$ cat src/hdl/tcsd_pkg.sv
// ----------------------------------------------------------------------------
// tcsd_pkg: shared types and constants for the tile cell to sprite unit
// Word layout of the divider chain, configuration bundle and register codes.
// ----------------------------------------------------------------------------
package tcsd_pkg;

	localparam int IDX_W    = 16;  // tile index bits below the sign bit
	localparam int COLS_W   = 13;  // atlas column count width
	localparam int COORD_W  = 12;  // map column and row width
	localparam int FLAG_W   = 3;
	localparam int TSIZE_W  = 9;
	localparam int GAP_W    = 8;
	localparam int OFF_W    = 22;
	localparam int SRC_W    = 22;
	localparam int DEST_W   = 24;
	localparam int CFG_W    = 22;
	localparam int CFG_IDX_W = 3;

	// flag bit positions
	localparam int FLAG_H = 2;
	localparam int FLAG_V = 1;
	localparam int FLAG_D = 0;

	// register indexes
	localparam logic [CFG_IDX_W-1:0] REG_TILE_WIDTH    = 3'd0;
	localparam logic [CFG_IDX_W-1:0] REG_TILE_HEIGHT   = 3'd1;
	localparam logic [CFG_IDX_W-1:0] REG_ATLAS_MARGIN  = 3'd2;
	localparam logic [CFG_IDX_W-1:0] REG_ATLAS_SPACING = 3'd3;
	localparam logic [CFG_IDX_W-1:0] REG_ATLAS_COLUMNS = 3'd4;
	localparam logic [CFG_IDX_W-1:0] REG_MAP_WIDTH     = 3'd5;
	localparam logic [CFG_IDX_W-1:0] REG_OFFSET_X      = 3'd6;
	localparam logic [CFG_IDX_W-1:0] REG_OFFSET_Y      = 3'd7;

	// one word traveling down the divider chain
	typedef struct packed {
		logic [IDX_W-1:0]   num;   // dividend bits shift out, quotient bits shift in
		logic [COLS_W-1:0]  rem;
		logic [FLAG_W-1:0]  flags;
		logic [COORD_W-1:0] col;
		logic [COORD_W-1:0] row;
	} tcsd_word_t;

	typedef struct packed {
		logic [TSIZE_W-1:0] tile_width;
		logic [TSIZE_W-1:0] tile_height;
		logic [GAP_W-1:0]   margin;
		logic [GAP_W-1:0]   spacing;
		logic [OFF_W-1:0]   offset_x;
		logic [OFF_W-1:0]   offset_y;
	} tcsd_cfg_t;

endpackage

$ cat src/hdl/tcsd_div_cell.sv
// ----------------------------------------------------------------------------
// tcsd_div_cell: one restoring division step
// Takes one dividend bit into the remainder, subtracts the column count when
// it fits and shifts the quotient bit in. Registered, with its own handshake.
// ----------------------------------------------------------------------------
module tcsd_div_cell import tcsd_pkg::*; (
	input  logic              clk,
	input  logic              arst_n,
	input  logic [COLS_W-1:0] cols,
	input  logic              up_valid,
	output logic              up_ready,
	input  tcsd_word_t        up_word,
	output logic              down_valid,
	input  logic              down_ready,
	output tcsd_word_t        down_word
);

	logic [COLS_W:0] trial;
	logic [COLS_W:0] diff;
	logic            take;
	tcsd_word_t      next_word;
	logic            valid_q;
	tcsd_word_t      word_q;

	always_comb begin
		trial = {up_word.rem, up_word.num[IDX_W-1]};
		diff  = trial - {1'b0, cols};
		take  = trial >= {1'b0, cols};
		next_word      = up_word;
		next_word.rem  = take ? diff[COLS_W-1:0] : trial[COLS_W-1:0];
		next_word.num  = {up_word.num[IDX_W-2:0], take};
	end

	// advance when empty or when the neighbor takes our word
	assign up_ready = !valid_q || down_ready;

	always_ff @(posedge clk or negedge arst_n) begin
		if (!arst_n) begin
			valid_q <= 1'b0;
		end else if (up_ready) begin
			valid_q <= up_valid;
		end
	end

	always_ff @(posedge clk) begin
		if (up_ready && up_valid) begin
			word_q <= next_word;
		end
	end

	assign down_valid = valid_q;
	assign down_word  = word_q;

endmodule

$ cat src/hdl/tcsd_finish.sv
// ----------------------------------------------------------------------------
// tcsd_finish: source and destination corners from the divided index
// Stage one forms the products, the output register adds offsets,
// saturates the source corner and resolves the flip flags.
// ----------------------------------------------------------------------------
module tcsd_finish import tcsd_pkg::*; (
	input  logic                     clk,
	input  logic                     arst_n,
	input  tcsd_cfg_t                cfg,
	input  logic                     up_valid,
	output logic                     up_ready,
	input  tcsd_word_t               up_word,
	output logic                     out_valid,
	input  logic                     out_ready,
	output logic [SRC_W-1:0]         src_x,
	output logic [SRC_W-1:0]         src_y,
	output logic signed [DEST_W-1:0] dest_x_half,
	output logic signed [DEST_W-1:0] dest_y_half,
	output logic                     mirror_x,
	output logic                     mirror_y,
	output logic                     rotate_90
);

	localparam int PX_W = COLS_W + TSIZE_W + 1;
	localparam int PY_W = IDX_W + TSIZE_W + 1;
	localparam int POS_W = COORD_W + TSIZE_W;

	logic [TSIZE_W:0]        pitch_x;
	logic [TSIZE_W:0]        pitch_y;
	logic                    valid_s1;
	logic                    ready_s1;
	logic [PX_W-1:0]         prod_x_s1;
	logic [PY_W-1:0]         prod_y_s1;
	logic [POS_W-1:0]        pos_x_s1;
	logic [POS_W-1:0]        pos_y_s1;
	logic [FLAG_W-1:0]       flags_s1;
	logic [PX_W:0]           sum_x;
	logic [PY_W:0]           sum_y;
	logic [TSIZE_W-1:0]      anchor_x;
	logic [DEST_W-1:0]       dx;
	logic [DEST_W-1:0]       dy;
	logic                    fh, fv, fd;
	logic                    out_valid_q;
	logic [SRC_W-1:0]        src_x_q, src_y_q;
	logic [DEST_W-1:0]       dest_x_q, dest_y_q;
	logic                    mirror_x_q, mirror_y_q, rotate_q;

	assign pitch_x = {1'b0, cfg.tile_width}  + {2'b0, cfg.spacing};
	assign pitch_y = {1'b0, cfg.tile_height} + {2'b0, cfg.spacing};

	assign ready_s1 = !out_valid_q || out_ready;
	assign up_ready = !valid_s1 || ready_s1;

	always_ff @(posedge clk or negedge arst_n) begin
		if (!arst_n) begin
			valid_s1 <= 1'b0;
		end else if (up_ready) begin
			valid_s1 <= up_valid;
		end
	end

	// remainder is the atlas column, quotient the atlas row
	always_ff @(posedge clk) begin
		if (up_ready && up_valid) begin
			prod_x_s1 <= PX_W'(up_word.rem) * PX_W'(pitch_x);
			prod_y_s1 <= PY_W'(up_word.num) * PY_W'(pitch_y);
			pos_x_s1  <= POS_W'(up_word.col) * POS_W'(cfg.tile_width);
			pos_y_s1  <= POS_W'(up_word.row) * POS_W'(cfg.tile_height);
			flags_s1  <= up_word.flags;
		end
	end

	always_comb begin
		fh = flags_s1[FLAG_H];
		fv = flags_s1[FLAG_V];
		fd = flags_s1[FLAG_D];
		sum_x = {{(PX_W + 1 - GAP_W){1'b0}}, cfg.margin} + {1'b0, prod_x_s1};
		sum_y = {{(PY_W + 1 - GAP_W){1'b0}}, cfg.margin} + {1'b0, prod_y_s1};
		// diagonal flip moves the centre offset to the other tile side
		anchor_x = fd ? cfg.tile_height : cfg.tile_width;
		dx = {{(DEST_W - OFF_W){cfg.offset_x[OFF_W-1]}}, cfg.offset_x}
			+ {{(DEST_W - POS_W - 1){1'b0}}, pos_x_s1, 1'b0}
			+ {{(DEST_W - TSIZE_W){1'b0}}, anchor_x};
		dy = {{(DEST_W - OFF_W){cfg.offset_y[OFF_W-1]}}, cfg.offset_y}
			+ {{(DEST_W - POS_W - 1){1'b0}}, pos_y_s1, 1'b0}
			+ {{(DEST_W - TSIZE_W){1'b0}}, cfg.tile_height}
			+ (fd ? ({{(DEST_W - TSIZE_W){1'b0}}, cfg.tile_height}
				- {{(DEST_W - TSIZE_W){1'b0}}, cfg.tile_width}) : '0);
	end

	always_ff @(posedge clk or negedge arst_n) begin
		if (!arst_n) begin
			out_valid_q <= 1'b0;
		end else if (ready_s1) begin
			out_valid_q <= valid_s1;
		end
	end

	always_ff @(posedge clk) begin
		if (ready_s1 && valid_s1) begin
			src_x_q    <= (|sum_x[PX_W:SRC_W]) ? {SRC_W{1'b1}} : sum_x[SRC_W-1:0];
			src_y_q    <= (|sum_y[PY_W:SRC_W]) ? {SRC_W{1'b1}} : sum_y[SRC_W-1:0];
			dest_x_q   <= dx;
			dest_y_q   <= dy;
			mirror_x_q <= fd ? fv : fh;
			mirror_y_q <= fd ? !fh : fv;
			rotate_q   <= fd;
		end
	end

	assign out_valid   = out_valid_q;
	assign src_x       = src_x_q;
	assign src_y       = src_y_q;
	assign dest_x_half = dest_x_q;
	assign dest_y_half = dest_y_q;
	assign mirror_x    = mirror_x_q;
	assign mirror_y    = mirror_y_q;
	assign rotate_90   = rotate_q;

endmodule

$ cat src/hdl/tile_cell_to_sprite_descriptor_unit.sv
// ----------------------------------------------------------------------------
// tile_cell_to_sprite_descriptor_unit: map cell to atlas sprite descriptor
// Divides the tile index by the atlas column count in a chain of one-bit
// division cells, then forms the source and destination corners.
// ----------------------------------------------------------------------------
// Pipeline: 16 division cells, a product stage and the output register lie
// between input accept and out_valid.
// Throughput: one cell word per cycle while out_ready holds; each division cell and stage holds
// one word and advances whenever the next one is free or drains.
// Empty cells (negative tile index) are accepted and dropped at the input.
// Reset clears all stage valid bits and loads the register defaults.
module tile_cell_to_sprite_descriptor_unit import tcsd_pkg::*; (
	input  logic                     clk,
	input  logic                     arst_n,
	input  logic                     cfg_we,
	input  logic [CFG_IDX_W-1:0]     cfg_index,
	input  logic [CFG_W-1:0]         cfg_data,
	input  logic                     in_valid,
	output logic                     in_ready,
	input  logic signed [IDX_W:0]    tile_index,
	input  logic [FLAG_W-1:0]        flip_flags,
	input  logic [COORD_W-1:0]       cell_col,
	input  logic [COORD_W-1:0]       cell_row,
	output logic                     out_valid,
	input  logic                     out_ready,
	output logic [SRC_W-1:0]         src_x,
	output logic [SRC_W-1:0]         src_y,
	output logic signed [DEST_W-1:0] dest_x_half,
	output logic signed [DEST_W-1:0] dest_y_half,
	output logic                     mirror_x,
	output logic                     mirror_y,
	output logic                     rotate_90
);

	logic [TSIZE_W-1:0]  tile_width_q;
	logic [TSIZE_W-1:0]  tile_height_q;
	logic [GAP_W-1:0]    margin_q;
	logic [GAP_W-1:0]    spacing_q;
	logic [COLS_W-2:0]   atlas_cols_q;
	logic [COLS_W-1:0]   map_width_q;
	logic [OFF_W-1:0]    offset_x_q;
	logic [OFF_W-1:0]    offset_y_q;

	logic [COLS_W-1:0]   cols_raw;
	logic [COLS_W-1:0]   cols;
	tcsd_cfg_t           cfg;

	logic                chain_valid [0:IDX_W];
	logic                chain_ready [0:IDX_W];
	tcsd_word_t          chain_word  [0:IDX_W];

	always_ff @(posedge clk or negedge arst_n) begin
		if (!arst_n) begin
			tile_width_q  <= TSIZE_W'(16);
			tile_height_q <= TSIZE_W'(16);
			margin_q      <= '0;
			spacing_q     <= '0;
			atlas_cols_q  <= '0;
			map_width_q   <= COLS_W'(64);
			offset_x_q    <= '0;
			offset_y_q    <= '0;
		end else if (cfg_we) begin
			unique case (cfg_index)
				REG_TILE_WIDTH:    tile_width_q  <= cfg_data[TSIZE_W-1:0];
				REG_TILE_HEIGHT:   tile_height_q <= cfg_data[TSIZE_W-1:0];
				REG_ATLAS_MARGIN:  margin_q      <= cfg_data[GAP_W-1:0];
				REG_ATLAS_SPACING: spacing_q     <= cfg_data[GAP_W-1:0];
				REG_ATLAS_COLUMNS: atlas_cols_q  <= cfg_data[COLS_W-2:0];
				REG_MAP_WIDTH:     map_width_q   <= cfg_data[COLS_W-1:0];
				REG_OFFSET_X:      offset_x_q    <= cfg_data[OFF_W-1:0];
				REG_OFFSET_Y:      offset_y_q    <= cfg_data[OFF_W-1:0];
				default: ;
			endcase
		end
	end

	// zero atlas columns falls back to map width; zero both divides by one
	assign cols_raw = (atlas_cols_q != '0) ? {1'b0, atlas_cols_q} : map_width_q;
	assign cols     = (cols_raw == '0) ? COLS_W'(1) : cols_raw;

	always_comb begin
		cfg.tile_width  = tile_width_q;
		cfg.tile_height = tile_height_q;
		cfg.margin      = margin_q;
		cfg.spacing     = spacing_q;
		cfg.offset_x    = offset_x_q;
		cfg.offset_y    = offset_y_q;
	end

	// drop empty cells at the door
	always_comb begin
		chain_valid[0]      = in_valid && !tile_index[IDX_W];
		chain_word[0].num   = tile_index[IDX_W-1:0];
		chain_word[0].rem   = '0;
		chain_word[0].flags = flip_flags;
		chain_word[0].col   = cell_col;
		chain_word[0].row   = cell_row;
	end
	assign in_ready = chain_ready[0];

	for (genvar k = 0; k < IDX_W; k++) begin : g_div
		tcsd_div_cell u_cell (
			.clk        (clk),
			.arst_n     (arst_n),
			.cols       (cols),
			.up_valid   (chain_valid[k]),
			.up_ready   (chain_ready[k]),
			.up_word    (chain_word[k]),
			.down_valid (chain_valid[k+1]),
			.down_ready (chain_ready[k+1]),
			.down_word  (chain_word[k+1])
		);
	end

	tcsd_finish u_finish (
		.clk         (clk),
		.arst_n      (arst_n),
		.cfg         (cfg),
		.up_valid    (chain_valid[IDX_W]),
		.up_ready    (chain_ready[IDX_W]),
		.up_word     (chain_word[IDX_W]),
		.out_valid   (out_valid),
		.out_ready   (out_ready),
		.src_x       (src_x),
		.src_y       (src_y),
		.dest_x_half (dest_x_half),
		.dest_y_half (dest_y_half),
		.mirror_x    (mirror_x),
		.mirror_y    (mirror_y),
		.rotate_90   (rotate_90)
	);

`ifndef SYNTHESIS
	a_rem_below_cols: assert property (@(posedge clk) disable iff (!arst_n)
		chain_valid[IDX_W] |-> chain_word[IDX_W].rem < cols)
		else $error("division remainder not below column count");

	a_empty_dropped: assert property (@(posedge clk) disable iff (!arst_n)
		(in_valid && in_ready && tile_index[IDX_W] && !chain_valid[1])
		|=> !chain_valid[1])
		else $error("empty cell entered the divider chain");

	a_stall_only_when_full: assert property (@(posedge clk) disable iff (!arst_n)
		!in_ready |-> (chain_valid[1] && !chain_ready[1]))
		else $error("input stalled with a free first cell");
`endif

endmodule

$ cat config.mk
export PLATFORM = sky130hd
export DESIGN_NAME = tile_cell_to_sprite_descriptor_unit
export DESIGN_NICKNAME = d
export VERILOG_FILES = /design/src/hdl/tcsd_pkg.sv /design/src/hdl/tcsd_div_cell.sv /design/src/hdl/tcsd_finish.sv /design/src/hdl/tile_cell_to_sprite_descriptor_unit.sv
export SDC_FILE = /design/constraint.sdc
export NUM_CORES = 2
export LEC_CHECK = 0
export BUFFER_PORTS_ARGS = -buffer_cell sky130_fd_sc_hd__buf_2
export CORE_MARGIN = 4
export CORE_UTILIZATION = 55
export CTS_BUF_LIST = sky130_fd_sc_hd__clkbuf_16
export DETAILED_ROUTE_END_ITERATION = 8
export PLACE_DENSITY = 0.75
export SLEW_MARGIN = 20
export SYNTH_ARGS = -nofsm -noshare
export SYNTH_HDL_FRONTEND = slang
export SYNTH_SLANG_ARGS = --single-unit
$ cat constraint.sdc
create_clock -name clk -period 14.6 [get_ports clk]
set_input_delay 1.46 -clock clk [delete_from_list [all_inputs] [get_ports clk]]
set_output_delay 1.46 -clock clk [all_outputs]
set_load 0.01 [all_outputs]
[Word-level counts from Yosys, hierarchy flattened]
Index checks and enable logic that the tools add are counted.
Operators by class
  $add $sub $neg: 26
  multipliers: 4
  div/mod/pow operators: 0
  $lt $le $gt $ge: 16
  equal/unequal tests: 7
  shift-type cells: 0
  multiplexer cells: 22
  bitwise logic cells: 0
  reductions and logical operators: 70
Operators with widths (number)
  $mux 13: 17
  $ge 14x13->1: 15
  $sub 13x13->13: 15
  $add 22x23->24: 2
  $add 24x9->24: 2
  $mul 12x9->21: 2
  $add 8x26->27: 1
  $mul 16x10->26: 1
  $add 24x24->24: 1
  $add 8x23->24: 1
  $mux 24: 1
  $mul 13x10->23: 1
  $add 9x8->10: 2
  $logic_not 1->1: 20
  $logic_and 1x1->1: 19
  $logic_or 1x1->1: 18
  $reduce_and 2->1: 8
  $ge 1x13->1: 1
  $logic_not 13->1: 1
  $sub 1x13->13: 1
  $eq 3x3->1 const B: 4
  $reduce_bool 12->1: 1
  $sub 9x9->10: 1
  $mux 9: 1
  6 further kinds: 9
Word-level totals
  register bits: 1206
  latch bits: 0
  bits in writable memories: 0
  bits in read-only memories: 0
  output and inout bits: 97
  logic and storage cells: 264
  memories: 0

[Longest topological paths before layout]
  depth in word-level cells: 20
  depth in mapped cells: 31
  gate-level depth less buffers: 31

[Hierarchy]
Synthesis repeated with hierarchy kept, for this count alone.
Unflattened totals
  cell total of the unflattened synthesis: 5792
  area total of the unflattened synthesis: 72773.5 µm²
By module, submodules not included
  tcsd_div_cell at g_div[0].u_cell ...: instances 15, cells an instance 168, area each 2576.2 µm², sequential area each 1706.6 µm²
  tcsd_finish: instances 1, cells an instance 2832, area each 27386.3 µm², sequential area each 5725.5 µm²
  tile_cell_to_sprite_descriptor_unit: instances 1, cells an instance 261, area each 4122.7 µm², sequential area each 2581.2 µm²
  tcsd_div_cell at g_div[4].u_cell: instances 1, cells an instance 179, area each 2621.3 µm², sequential area each 1706.6 µm²

[Worst setup path before layout]
OpenSTA, ideal clock, no wires.
  kind: reg2reg
  start point: reg spacing_q[1]
  end point: reg u_finish.prod_x_s1[22], data pin
  library setup time: 260 ps
  arrival: 6819 ps
  slack: 7521 ps
  stages on the path, launching flop included: 29
  path buffers: 1
  period minus slack after synthesis: 7079 ps
  cells stage by stage: dfrtp_1 -> ha_1 -> a21o_1 -> a21oi_1 -> o21ai_0 -> a21oi_1 -> o21bai_1 -> a21oi_1 -> nor2b_1 -> o21a_1 -> clkbuf_1 -> and2_1 -> fa_1 -> inv_1 -> fa_1 -> fa_1 -> inv_1 -> fa_1 -> inv_1 -> fa_1 -> inv_1 -> ha_1 -> nand3_1 -> or4b_2 -> a21oi_1 -> nor3_1 -> o31ai_1 -> a21oi_1 -> xnor2_1
Between the ends
  cells in the longest elaborated chain, start to end: 2
Ends and longest elaborated chain
  start: declaration: line tile_cell_to_sprite_descriptor_unit.sv:38  | logic [GAP_W-1:0] spacing_q;
  start signal: assignment: line tile_cell_to_sprite_descriptor_unit.sv:67  | REG_ATLAS_SPACING: spacing_q <= cfg_data[GAP_W-1:0];
  $add 9x8->10: line tcsd_finish.sv:48  | assign pitch_x = {1'b0, cfg.tile_width} + {2'b0, cfg.spacing};
  $mul 13x10->23: line tcsd_finish.sv:65  | prod_x_s1 <= PX_W'(up_word.rem) * PX_W'(pitch_x);
  end signal: assignment: line tcsd_finish.sv:65
  end: declaration: line tcsd_finish.sv:32  | logic [PX_W-1:0] prod_x_s1;
No other way between the ends.
A chain may end at the register's enable or synchronous reset.

[Worst setup path in the final report]
  start point: reg tile_width_q[0]
  end point: reg u_finish.prod_x_s1[22], data pin
Between the ends
  cells in the longest elaborated chain, start to end: 2
Ends and longest elaborated chain
  start: declaration: line tile_cell_to_sprite_descriptor_unit.sv:35  | logic [TSIZE_W-1:0] tile_width_q;
  start signal: assignment: line tile_cell_to_sprite_descriptor_unit.sv:64  | REG_TILE_WIDTH: tile_width_q <= cfg_data[TSIZE_W-1:0];
  $add 9x8->10: line tcsd_finish.sv:48
  $mul 13x10->23: line tcsd_finish.sv:65
No other way between the ends.

==> metrics.txt <==
# TYPE chip_impl_metric gauge
chip_impl_info{name="outcome",value="finished, final reports clean"} 1
chip_impl_metric{name="post_synth_inst_count",unit=""} 5397
chip_impl_metric{name="antenna_violations_before_repair",unit=""} 2
chip_impl_metric{name="crit_required",unit="ns"} 15.02
chip_impl_info{name="rsz0062_at_grt",value="false"} 1
chip_impl_info{name="critical-path-slowest-cell",value="sky130_fd_sc_hd__xnor2_1"} 1
chip_impl_metric{name="worst_skew_pair_latency",unit="ns"} 0.76
chip_impl_info{name="synth_common_cells",value="sky130_fd_sc_hd__edfxtp_1 (1085), sky130_fd_sc_hd__inv_1 (538), sky130_fd_sc_hd__ha_1 (509)"} 1
chip_impl_metric{name="std_cell_rows",unit=""} 129
chip_impl_info{name="worstSetupEndpointType",value="flip-flop"} 1
chip_impl_metric{name="cts.hold.buffers_added",unit=""} 0
chip_impl_info{name="post_synth_main_area_contributors",value="sky130_fd_sc_hd__edfxtp_1 (47%), sky130_fd_sc_hd__fa_1 (12%), sky130_fd_sc_hd__ha_1 (9.2%), sky130_fd_sc_hd__dfrtp_1 (4.3%), sky130_fd_sc_hd__mux2_2 (3.9%)"} 1
chip_impl_metric{name="setup_viol",unit=""} 0
chip_impl_metric{name="synthesized_nets",unit=""} 6379
chip_impl_metric{name="final_net_count",unit=""} 6594
chip_impl_metric{name="distinct_cell_type_count_after_synthesis",unit=""} 72
chip_impl_metric{name="fillCellCount",unit=""} 9378
chip_impl_metric{name="largest_net_degree_at_the_start_of_global_routing",unit=""} 79
chip_impl_metric{name="die-width",unit="microns"} 362
chip_impl_metric{name="avgViaCountPerCell",unit=""} 5.57
chip_impl_metric{name="cts_buffers",unit=""} 116
chip_impl_metric{name="clock_sinks",unit=""} 1206
chip_impl_metric{name="timing.critical_path.fanout_max",unit=""} 16
chip_impl_info{name="timing.setup.critical_path_class",value="reg -> reg"} 1
chip_impl_info{name="most_frequent_cell_after_synthesis",value="sky130_fd_sc_hd__edfxtp_1"} 1
chip_impl_metric{name="maximum_level_of_the_cts_h_tree",unit=""} 3
chip_impl_metric{name="globalRouteTotalUtil",unit=""} 0.208
chip_impl_metric{name="layout_worst_path_cycle_share",unit=""} 0.593
chip_impl_metric{name="grt_pass1_wl",unit="mm"} 220
chip_impl_metric{name="asyncSetResetFlopFracSynth",unit=""} 0.100
chip_impl_metric{name="post-cts-setup-buffer-count",unit=""} 0
chip_impl_metric{name="post_synth.cell_area_avg",unit="sq um"} 12.8
chip_impl_info{name="min_to",value="g_div[7].u_cell.down_word[44]"} 1
chip_impl_metric{name="detailroute.via_count",unit=""} 40902
chip_impl_metric{name="global_route.overflow_total",unit=""} 0
chip_impl_metric{name="timing.critical_path.depth",unit=""} 29
chip_impl_metric{name="first_global_vias",unit=""} 41947
chip_impl_metric{name="post_synth_instance_area",unit="sq um"} 69100
chip_impl_metric{name="drt_first_iter_violations",unit=""} 2616
chip_impl_metric{name="routed_wirelength",unit="mm"} 135
chip_impl_metric{name="floorplan.core_area",unit="sq um"} 124000
chip_impl_metric{name="initial_core_util",unit=""} 0.556
chip_impl_metric{name="total_of_flip_flops_plus_latches_after_synthesis",unit=""} 1206
chip_impl_metric{name="finalHoldViolCount",unit=""} 0
chip_impl_metric{name="post_synth_edffs",unit=""} 1085
chip_impl_info{name="worst_path_most_repeated_cell",value="sky130_fd_sc_hd__fa_1"} 1
chip_impl_metric{name="drive_above_1_share",unit=""} 0.130
chip_impl_metric{name="clock-skew-final",unit="ns"} 0.0916
chip_impl_info{name="ctsRootBufferMaster",value="sky130_fd_sc_hd__clkbuf_16"} 1
chip_impl_metric{name="area_growth",unit="%"} 10.1
chip_impl_metric{name="finalHoldWorstSlack",unit="ns"} 0.381
chip_impl_metric{name="timing.max_slew.rel_slack",unit=""} 0.251
chip_impl_info{name="timing.rr.start",value="tile_width_q[0]"} 1
chip_impl_metric{name="synth-seq-area-share",unit=""} 0.515
chip_impl_info{name="crit-reg2reg-capture",value="u_finish.prod_x_s1[22]"} 1
chip_impl_metric{name="max_slew.worst_pin.slew",unit="ns"} 1.12
chip_impl_metric{name="synth_largest_type_area_fraction",unit=""} 0.471
chip_impl_metric{name="cp_slowest_stage_delay",unit="ns"} 0.81
chip_impl_metric{name="critPathArrivalTime",unit="ns"} 9.08
chip_impl_metric{name="final_design_area_no_fill",unit="sq um"} 76100
chip_impl_metric{name="gp_congestion",unit=""} 0.873
chip_impl_metric{name="postCtsResizedCells",unit=""} 0
chip_impl_info{name="min-delay-start",value="g_div[6].u_cell.down_word[43]"} 1
chip_impl_metric{name="design.die.area",unit="sq um"} 131000
chip_impl_metric{name="crit_buf_inv",unit=""} 4
chip_impl_metric{name="cap_violations",unit=""} 0
chip_impl_metric{name="dpl_cell_area",unit="sq um"} 72100
chip_impl_metric{name="clock_path_buffers",unit=""} 3
chip_impl_metric{name="chipHeight",unit="microns"} 362
chip_impl_metric{name="peak_freq",unit="MHz"} 116
chip_impl_info{name="synth_top_cell_by_area",value="sky130_fd_sc_hd__edfxtp_1"} 1
chip_impl_info{name="cpLargestDelayFamily",value="adder cells"} 1
chip_impl_metric{name="placed_wire_length_estimate",unit="mm"} 95.0
chip_impl_metric{name="ys.warnings.count",unit=""} 0
chip_impl_metric{name="hold_depth",unit=""} 0
chip_impl_metric{name="slew_violations",unit=""} 0
chip_impl_metric{name="r2r_slack",unit="ns"} 5.94
chip_impl_metric{name="port_buffers",unit=""} 170
chip_impl_info{name="startpoint_type",value="flip-flop"} 1
chip_impl_metric{name="worst_setup_hold_path_clk_slew",unit="ns"} 0.07
chip_impl_info{name="hp-class",value="reg -> reg"} 1
chip_impl_metric{name="postRouteAntennaNets",unit=""} 0
chip_impl_metric{name="ios",unit=""} 171
chip_impl_metric{name="1st_pass_router_iterations",unit=""} 6
chip_impl_metric{name="setup_tns",unit="ns"} 0
chip_impl_metric{name="remaining_drc_errors",unit=""} 0
chip_impl_metric{name="n_antenna_cell",unit=""} 0
chip_impl_metric{name="period_needed",unit="ns"} 8.66
chip_impl_info{name="postSynth.topFlopCell",value="sky130_fd_sc_hd__edfxtp_1"} 1
chip_impl_metric{name="average_wire_length_per_cell_after_detail_routing",unit="microns"} 18.4
chip_impl_info{name="tritoncts",value="built"} 1
chip_impl_metric{name="rr_worst_depth",unit=""} 29
==> cells by family (layout without fill, tap and decap cells) <==
| kind of cell | after synthesis | in the layout | synth area share |
|---|---|---|---|
| AOI/OAI and AO/OA | 753 | 753 | 0.0671 |
| xor gates and xnor gates | 304 | 304 | 0.0385 |
| adders and majority gates | 908 | 908 | 0.208 |
| buffers and inverters | 652 | 967 | 0.0358 |
| DFF | 1206 | 1206 | 0.515 |
| muxes | 240 | 240 | 0.0391 |
| and+or+nand+nor | 1334 | 1334 | 0.0965 |
==> how the worst max path moves through the flow <==
stage,from,to,slack (ns)
after floorplan,spacing_q[1],u_finish.prod_x_s1[22],7.52
after global placement,tile_width_q[0],u_finish.prod_x_s1[22],6.30
after detailed placement,tile_width_q[0],u_finish.prod_x_s1[22],6.10
after CTS,tile_width_q[0],u_finish.prod_x_s1[22],5.98
after global routing,tile_width_q[0],u_finish.prod_x_s1[22],5.36
final,tile_width_q[0],u_finish.prod_x_s1[22],5.94
==> area by class of cell <==
class / count / area (sq um) / share of cell area
sequential: 1206 / 35600 / 0.468
inverter: 538 / 2020 / 0.0265
clock buffer: 116 / 2900 / 0.0382
tap: 1637 / 2050 / 0.0269
clock inverter: 102 / 1060 / 0.0139
timing repair buffer: 211 / 1170 / 0.0154
multi-input combinational: 3539 / 31300 / 0.411
==> through the flow <==
stage | instances | utilization | worst slack [ns]
floorplan | 5397 | - | 7.52
global placement | 7131 | 0.580 | 6.30
detailed placement | 7131 | 0.580 | 6.10
CTS | 7349 | 0.612 | 5.98
global route | 7349 | 0.612 | 5.36
finish | 7349 | 0.612 | 5.94
==> cell usage in the layout, fill, tap and decap left out, drive strengths merged, types with 6 or more instances in the layout <==
cell	count
clkbuf	116
bufinv	14
nor2b	76
nand3	74
and3	14
or2	30
a21oi	288
dfrtp	118
nand2b	59
nor3	62
a21o	84
clkinv	62
nand2	477
o21a	39
and2	249
a41oi	9
buf	211
o21bai	17
a211oi	14
o211ai	7
a31oi	9
a31o	6
inv	553
o31ai	22
clkinvlp	11
ha	509
nand4	57
mux2	238
xnor2	215
o21ai	195
edfxtp	1085
or3	49
xor2	89
nor4	19
a21boi	25
fa	399
nor2	146
==> per-layer routing <==
metal  part of all wire  GRT usage  wire length, microns
met1               0.43      0.274                 57500
met2               0.49      0.359                 66000
met3              0.057     0.0343                  7740
met4              0.029     0.0606                  3980
met5                  0          0                     0
==> worst register-to-register path: cells and delay by family, from the launching register on <==
family | cells | cell delay, ns
adder cells (fa/ha/maj) | 8 | 3.63
buffers and inverters | 4 | 0.21
AND/OR/NAND/NOR | 5 | 1.06
flip-flops | 1 | 0.68
XOR/XNOR | 2 | 0.89
AO/OA/AOI/OAI | 10 | 1.85
==> sequential cells by signal, summed over array words and instances, names as in the netlist, 22 cells and up <==
register	count
g_div.u_cell.down_word	896
u_finish.prod_y_s1	26
u_finish.dest_x_half	24
u_finish.dest_y_half	24
u_finish.prod_x_s1	23
offset_x_q	22
offset_y_q	22
u_finish.src_x	22
u_finish.src_y	22
Power is not shown: default switching activity piles up to over one toggle a cycle in this logic, so the estimate is an artifact.
